**config.mk**
```make
export PLATFORM = sky130hd
export DESIGN_NAME = base64_stream_encoder
export DESIGN_NICKNAME = d
export VERILOG_FILES = /design/src/bse_pkg.sv /design/src/bse_front.sv /design/src/bse_gq.sv /design/src/bse_back.sv /design/src/base64_stream_encoder.sv
export SDC_FILE = /design/constraint.sdc
export NUM_CORES = 1
export LEC_CHECK = 0
export BUFFER_PORTS_ARGS = -buffer_cell sky130_fd_sc_hd__buf_2
export CELL_PAD_IN_SITES_DETAIL_PLACEMENT = 0
export CELL_PAD_IN_SITES_GLOBAL_PLACEMENT = 2
export CORE_MARGIN = 4
export CORE_UTILIZATION = 46
export DETAILED_ROUTE_END_ITERATION = 10
export GPL_ROUTABILITY_DRIVEN = 0
export PLACE_DENSITY = 0.91
export SETUP_SLACK_MARGIN = 0.3
export SYNTH_ARGS = -nofsm -noshare
export SYNTH_HDL_FRONTEND = slang
export SYNTH_SLANG_ARGS = --single-unit
```
**constraint.sdc**
```tcl
create_clock -name i_clk -period 7.8 [get_ports i_clk]
set_input_delay 0.39 -clock i_clk [delete_from_list [all_inputs] [get_ports i_clk]]
set_output_delay 0.39 -clock i_clk [all_outputs]
set_load 0.01 [all_outputs]
```
**src/bse_pkg.sv**
```systemverilog
`timescale 1ns / 1ps
// ----------------------------------------------------------------------------
// bse_pkg
// Shared types, constants and the character table of the base64 encoder.
// ----------------------------------------------------------------------------
package bse_pkg;

    localparam int unsigned GQ_DEPTH = 2;
    localparam int unsigned GQ_PTR_W = (GQ_DEPTH > 1) ? $clog2(GQ_DEPTH) : 1;
    localparam int unsigned GQ_CNT_W = $clog2(GQ_DEPTH + 1);

    localparam logic [7:0] PAD_CHAR = 8'h3D;

    localparam logic [1:0] NBYTES_ONE   = 2'd1;
    localparam logic [1:0] NBYTES_TWO   = 2'd2;
    localparam logic [1:0] NBYTES_THREE = 2'd3;

    localparam logic [1:0] CHAR_POS_0 = 2'd0;
    localparam logic [1:0] CHAR_POS_1 = 2'd1;
    localparam logic [1:0] CHAR_POS_2 = 2'd2;
    localparam logic [1:0] CHAR_POS_3 = 2'd3;

    typedef struct packed {
        logic [7:0] b0;
        logic [7:0] b1;
        logic [7:0] b2;
        logic [1:0] nbytes;
        logic       last;
    } t_group;

    typedef struct packed {
        logic empty;
        logic full;
    } t_gq_status;

    function automatic logic [7:0] sextet_char(input logic [5:0] v);
        logic [7:0] r;
        if (v < 6'd26) begin
            r = 8'h41 + {2'b00, v};
        end else if (v < 6'd52) begin
            r = 8'h61 + {2'b00, v - 6'd26};
        end else if (v < 6'd62) begin
            r = 8'h30 + {2'b00, v - 6'd52};
        end else if (v == 6'd62) begin
            r = 8'h2B;
        end else begin
            r = 8'h2F;
        end
        return r;
    endfunction

endpackage

```
**src/bse_front.sv**
```systemverilog
`timescale 1ns / 1ps
// ----------------------------------------------------------------------------
// bse_front
// Collects input bytes into groups of up to three and hands each closed
// group to the group queue.
// ----------------------------------------------------------------------------
module bse_front (
    input  logic            i_clk,
    input  logic            i_rst_n,
    input  logic            i_push,
    input  logic [7:0]      i_data_byte,
    input  logic            i_msg_end,
    input  logic            i_gq_full,
    output logic            o_full,
    output logic            o_grp_push,
    output bse_pkg::t_group o_grp
);
    import bse_pkg::*;

    logic [7:0] r_held [2];
    logic [7:0] n_held [2];
    logic [1:0] r_count;
    logic [1:0] n_count;
    logic       accept;

    assign o_full = i_gq_full;
    assign accept = i_push && !i_gq_full;

    always_comb begin
        n_held     = r_held;
        n_count    = r_count;
        o_grp_push = 1'b0;
        o_grp      = '{b0: i_data_byte, b1: 8'd0, b2: 8'd0, nbytes: NBYTES_ONE,
                       last: i_msg_end};
        case (r_count)
            2'd0: begin
                if (accept) begin
                    if (i_msg_end) begin
                        o_grp_push = 1'b1;
                    end else begin
                        n_held[0] = i_data_byte;
                        n_count   = 2'd1;
                    end
                end
            end
            2'd1: begin
                o_grp.b0     = r_held[0];
                o_grp.b1     = i_data_byte;
                o_grp.nbytes = NBYTES_TWO;
                if (accept) begin
                    if (i_msg_end) begin
                        o_grp_push = 1'b1;
                        n_count    = 2'd0;
                    end else begin
                        n_held[1] = i_data_byte;
                        n_count   = 2'd2;
                    end
                end
            end
            default: begin
                o_grp.b0     = r_held[0];
                o_grp.b1     = r_held[1];
                o_grp.b2     = i_data_byte;
                o_grp.nbytes = NBYTES_THREE;
                if (accept) begin
                    o_grp_push = 1'b1;
                    n_count    = 2'd0;
                end
            end
        endcase
    end

    always_ff @(posedge i_clk) begin
        r_held <= n_held;
        if (!i_rst_n) begin
            r_count <= 2'd0;
        end else begin
            r_count <= n_count;
        end
    end

endmodule

```
**src/bse_gq.sv**
```systemverilog
`timescale 1ns / 1ps
// ----------------------------------------------------------------------------
// bse_gq
// Short queue of closed byte groups between the front and the back end.
// ----------------------------------------------------------------------------
module bse_gq (
    input  logic               i_clk,
    input  logic               i_rst_n,
    input  logic               i_push,
    input  bse_pkg::t_group    i_data,
    input  logic               i_pop,
    output bse_pkg::t_group    o_data,
    output bse_pkg::t_gq_status o_status
);
    import bse_pkg::*;

    t_group              r_mem [GQ_DEPTH];
    logic [GQ_PTR_W-1:0] r_wr_ptr;
    logic [GQ_PTR_W-1:0] r_rd_ptr;
    logic [GQ_CNT_W-1:0] r_count;
    logic                do_push;
    logic                do_pop;

    assign o_status.empty = (r_count == GQ_CNT_W'(0));
    assign o_status.full  = (r_count == GQ_CNT_W'(GQ_DEPTH));
    assign do_push        = i_push && !o_status.full;
    assign do_pop         = i_pop && !o_status.empty;
    assign o_data         = r_mem[r_rd_ptr];

    function automatic logic [GQ_PTR_W-1:0] ptr_inc(input logic [GQ_PTR_W-1:0] p);
        logic [GQ_PTR_W-1:0] r;
        if (p == GQ_PTR_W'(GQ_DEPTH - 1)) begin
            r = '0;
        end else begin
            r = p + GQ_PTR_W'(1);
        end
        return r;
    endfunction

    always_ff @(posedge i_clk) begin
        if (do_push) begin
            r_mem[r_wr_ptr] <= i_data;
        end
    end

    always_ff @(posedge i_clk) begin
        if (!i_rst_n) begin
            r_wr_ptr <= '0;
            r_rd_ptr <= '0;
            r_count  <= '0;
        end else begin
            if (do_push) begin
                r_wr_ptr <= ptr_inc(r_wr_ptr);
            end
            if (do_pop) begin
                r_rd_ptr <= ptr_inc(r_rd_ptr);
            end
            if (do_push && !do_pop) begin
                r_count <= r_count + GQ_CNT_W'(1);
            end else if (do_pop && !do_push) begin
                r_count <= r_count - GQ_CNT_W'(1);
            end
        end
    end

endmodule

```
**src/bse_back.sv**
```systemverilog
`timescale 1ns / 1ps
// ----------------------------------------------------------------------------
// bse_back
// Turns the queue's head group into four characters, one per cycle while it
// is queued and the output is popped or empty, into a registered output stage.
// ----------------------------------------------------------------------------
module bse_back (
    input  logic                i_clk,
    input  logic                i_rst_n,
    input  bse_pkg::t_group     i_grp,
    input  bse_pkg::t_gq_status i_gq_status,
    output logic                o_gq_pop,
    input  logic                i_pop,
    output logic                o_empty,
    output logic [7:0]          o_out_char,
    output logic                o_last_char
);
    import bse_pkg::*;

    logic [1:0] r_pos;
    logic       r_valid;
    logic [7:0] r_char;
    logic       r_last;
    logic       load;
    logic [5:0] sextet;
    logic       pad;
    logic [7:0] n_char;

    assign load     = !i_gq_status.empty && (!r_valid || i_pop);
    assign o_gq_pop = load && (r_pos == CHAR_POS_3);

    always_comb begin
        sextet = i_grp.b2[5:0];
        pad    = 1'b0;
        case (r_pos)
            CHAR_POS_0: sextet = i_grp.b0[7:2];
            CHAR_POS_1: sextet = {i_grp.b0[1:0], i_grp.b1[7:4]};
            CHAR_POS_2: begin
                sextet = {i_grp.b1[3:0], i_grp.b2[7:6]};
                pad    = (i_grp.nbytes < NBYTES_TWO);
            end
            default: begin
                sextet = i_grp.b2[5:0];
                pad    = (i_grp.nbytes < NBYTES_THREE);
            end
        endcase
        n_char = pad ? PAD_CHAR : sextet_char(sextet);
    end

    always_ff @(posedge i_clk) begin
        if (load) begin
            r_char <= n_char;
            r_last <= i_grp.last && (r_pos == CHAR_POS_3);
        end
        if (!i_rst_n) begin
            r_pos   <= CHAR_POS_0;
            r_valid <= 1'b0;
        end else begin
            if (load) begin
                r_pos   <= r_pos + 2'd1;
                r_valid <= 1'b1;
            end else if (i_pop) begin
                r_valid <= 1'b0;
            end
        end
    end

    assign o_empty     = !r_valid;
    assign o_out_char  = r_char;
    assign o_last_char = r_last;

endmodule

```
**src/base64_stream_encoder.sv**
```systemverilog
`timescale 1ns / 1ps
// ----------------------------------------------------------------------------
// base64_stream_encoder
// Streaming base64 encoder: raw bytes in, base64 characters out.
// ----------------------------------------------------------------------------
// Bytes are pushed one per beat with msg_end on the final byte of a message.
// Every third byte, or the final byte, closes a group that yields four
// characters, padded with '=' where the group holds fewer than three bytes;
// the fourth character of the final group carries last_char. A byte is taken
// in the cycle it is pushed unless the two-entry group queue is full, and the
// character stage delivers one character per cycle while pop is held high and
// a group is queued, so the sustained rate is four characters per three input
// bytes, set by the single character output register. A short final group
// still yields four characters. Once its closing byte is accepted, a group is
// registered in the group queue and its first character then in the character
// output register when the character stage is free.
// ----------------------------------------------------------------------------
module base64_stream_encoder (
    input  logic       i_clk,
    input  logic       i_rst_n,
    input  logic       push,
    output logic       full,
    input  logic [7:0] i_data_byte,
    input  logic       i_msg_end,
    output logic       empty,
    input  logic       pop,
    output logic [7:0] o_out_char,
    output logic       o_last_char
);
    import bse_pkg::*;

    t_group     grp_in;
    t_group     grp_head;
    t_gq_status gq_st;
    logic       grp_push;
    logic       gq_pop;

    bse_front u_front (
        .i_clk       (i_clk),
        .i_rst_n     (i_rst_n),
        .i_push      (push),
        .i_data_byte (i_data_byte),
        .i_msg_end   (i_msg_end),
        .i_gq_full   (gq_st.full),
        .o_full      (full),
        .o_grp_push  (grp_push),
        .o_grp       (grp_in)
    );

    bse_gq u_gq (
        .i_clk    (i_clk),
        .i_rst_n  (i_rst_n),
        .i_push   (grp_push),
        .i_data   (grp_in),
        .i_pop    (gq_pop),
        .o_data   (grp_head),
        .o_status (gq_st)
    );

    bse_back u_back (
        .i_clk       (i_clk),
        .i_rst_n     (i_rst_n),
        .i_grp       (grp_head),
        .i_gq_status (gq_st),
        .o_gq_pop    (gq_pop),
        .i_pop       (pop),
        .o_empty     (empty),
        .o_out_char  (o_out_char),
        .o_last_char (o_last_char)
    );

    a_drain: assert property (@(posedge i_clk) disable iff (!i_rst_n)
        (!gq_st.empty && empty) |=> !empty)
        else $error("queued group not moved to the character stage");

    a_pad_pair: assert property (@(posedge i_clk) disable iff (!i_rst_n)
        (!empty && pop && o_out_char == PAD_CHAR && !o_last_char)
        |=> (!empty && o_out_char == PAD_CHAR && o_last_char))
        else $error("padding not closed by a final padding character");

endmodule
```
==> flow_summary.ini <==
[outcome]
outcome = completed

[power_and_ir_drop]
internal_power_uw = 827.9
total_power_uw = 1181
ir_drop_mv = 0.1604
switching_power_uw = 352.8
clkPwrFrac_pct = 27.3
sw_frac_of_total_pct = 29.88
p_per_area_nw_per_um2 = 260.6
seqPwrFrac_pct = 48.3
combPwrFrac_pct = 24.3
power_leakage_uw = 0.001642

[sta]
fmax_ghz = 0.2834
drv_slew = 0
finalHoldViolations = 0
setup_viol = 0
rsz0062_at_grt = false
period_needed_ps = 3529
setup_slack_ps = 4271
layout_worst_path_cycle_share_pct = 45.24
tightest_slew_ps = 1083
finalSetupTns_ps = 0
clock_skew_ps = 7.682
relSlewSlack_pct = 27.53

[clock_tree]
root_buffer = clkbuf_8
cts_tree = built
cts.sinks = 89
cts_hold_buf = 0
post_cts_buffers = 0
ctsResizeCount = 0
cts_max_level = 3
clk_latency_ps = 360
path_clk_slew_ps = 90
cts_max_path_buffers = 2
numCtsBuffers = 9

[grt]
overflow = 0
grt_pass1_vias = 2440
grt_pass1_wl_um = 12540
grt_usage_pct = 16.01
grt_max_degree = 28
antenna_found_initial = 0

[synthesis]
synth_cell_type_count = 59
ys_warn_count = 0
synth_nets = 328
synth_top_area_share_pct = 57.80
syn_area_per_cell_um2 = 13.68
ys_async_sr_fraction_pct = 0
synth_top_family_by_area = compound AO/OA/AOI/OAI gates
synth-compound-area-share_pct = 11.65
netlist_top_cells_count = 79 x edfxtp_1, 15 x ha_1, 14 x inv_1, 13 x and2_1
synthMuxAreaShare_pct = 3.659
synthFlopType = edfxtp_1
synthAdderAreaFrac_pct = 4.573
synth_area_leaders = edfxtp_1 58%, dfxtp_1 4.9%, ha_1 4.6%
yosys.area.top_type = edfxtp_1
ys_seq_area_share_pct = 62.68
synthXorXnorAreaFrac_pct = 2.957
netlist_area_um2 = 4104
yosysMostFrequentCell = edfxtp_1
netlist_instances = 300
synth-seq-cells = 89
synth-simple-area-share_pct = 11.62
synth-edff-count = 79

[route]
drt_iter0_markers = 157
vias_per_cell = 5.463
drc = 0
totalWireLength_um = 7497
dr.pass1.iters = 4
ant_nets = 0
wl_per_cell_um = 17.00
vias = 2409

[critical_path]
critPathKind = reg -> reg
critical_path_buf_inv_count = 2
cp_slowest_cell = ha_1
cp-end-kind = flip-flop
path_cells = ha_1, and2b_1, a32oi_2, nand2_4, inv_1, ha_1, inv_1, o22ai_2, a21boi_1, a211o_1, or4b_1
arrival_ps = 3630
start_kind = flip-flop
critPathMaxStageDelay_ps = 510
crit_fanout = 13
required_ps = 7900
cp_top_family = compound AO/OA/AOI/OAI gates

[hold_path]
min_path_type = in -> reg

[die]
core_area_um2 = 8721
initial_core_util_pct = 47.06
die_x_um = 102.5
num_rows = 34
pin_count = 24
dieArea_um2 = 10500
die_y_um = 102.5

[placed_design]
placed_cells = 425
post-place-ws_ps = 4295
dp_hpwl_um = 5180
io_buffers = 23

[finish]
final_nets = 356
diodes = 0
final_core_util_pct = 51.95
area_growth_pct = 10.40
fin_cells = 441
drive_gt1_share_pct = 20.12

[run]
max_cap_viol_count = 0
## sequential cells by signal, summed over array words and instances, names as in the netlist, named ones only
| signal | flops |
|---|---|
| u_gq.r_mem | 54 |
| u_front.r_held | 16 |
| u_back.o_out_char | 8 |
| u_back.r_pos | 2 |
| u_front.r_count | 2 |
| u_gq.r_count | 2 |
| u_back.o_last_char | 1 |
| u_back.r_valid | 1 |
| u_gq.r_rd_ptr | 1 |
| u_gq.r_wr_ptr | 1 |
## worst register-to-register path, delay by kind of cell (launching register included)
kind                     cells  cell delay [ps]
AND/OR/NAND/NOR              3              910
flip-flops                   1              420
buffers and inverters        2              150
AO/OA/AOI/OAI                4             1140
adder cells (fa/ha/maj)      2              650
## power by group through the flow
stage	Clock, uW	Sequential (uW)	Combinational, uW
final	323	571	287
after global routing	355	575	324
after CTS	332	571	288
after detailed placement	0	582	286
after global placement	0	582	287
after floorplan	0	586	214
## layout make-up
cell class | instances | area (um2)
clock inverter | 6 | 75.07
inverter | 15 | 56.30
timing repair buffer | 27 | 145.1
fill | 705 | 4190
multi-input combinational | 186 | 1419
sequential | 89 | 2572
clock buffer | 10 | 127.6
tap | 108 | 135.1
## cells by family after synthesis
family,count (synthesis)
buffers and inverters,25
multiplexers,14
AO/OA/AOI/OAI,61
AND/OR/NAND/NOR,83
XOR/XNOR,13
adder cells (fa/ha/maj),15
flip-flops,89
## metal layers
layer | track usage, % | share of wire (%) | wire length, um | up-vias
met1 | 20.94 | 46 | 3461 | 1144
met2 | 25.37 | 47 | 3547 | 58
li1 | - | - | - | 1192
met3 | 4.096 | 4.3 | 320 | 15
met4 | 6.761 | 2.2 | 168 | 0
met5 | 0 | 0 | 0 | -
## placed cells by master, fill, tap and decap left out, drive strengths merged, types with 9 or more instances in the layout
master	netlist	final
clkbuf	5	10
nor2	12	12
nand2	14	14
edfxtp	79	79
inv	15	17
buf	5	27
nor3	10	10
xnor2	9	9
nor2b	9	9
a22o	9	9
and2	13	13
a22oi	10	10
nand3	12	12
a21oi	13	13
dfxtp	10	10
ha	15	15
## metrics by stage
stage          instance area, um2  hold WS [ps]
6_report                     4531         256.6
5_1_grt                      4531         249.0
3_5_place_dp                 4328         521.5
2_1_floorplan                4104         488.9
3_3_place_gp                 4328         513.1
4_1_cts                      4531         244.4
## path summary, 6_finish.rpt
path / slack [ps] / cells after the start / from / endpoint
worst max-delay path: 4270 / 11 / u_back.r_pos[1] / u_back.o_out_char[4]
worst max register to register: 4270 / 11 / u_back.r_pos[1] / u_back.o_out_char[4]
worst min-delay path: 260 / 1 / i_data_byte[2] / u_front.r_held[10]
worst min register to register: 540 / 2 / u_front.r_count[0] / u_front.r_count[0]
No activity file was read; power rests on OpenSTA's default activity.
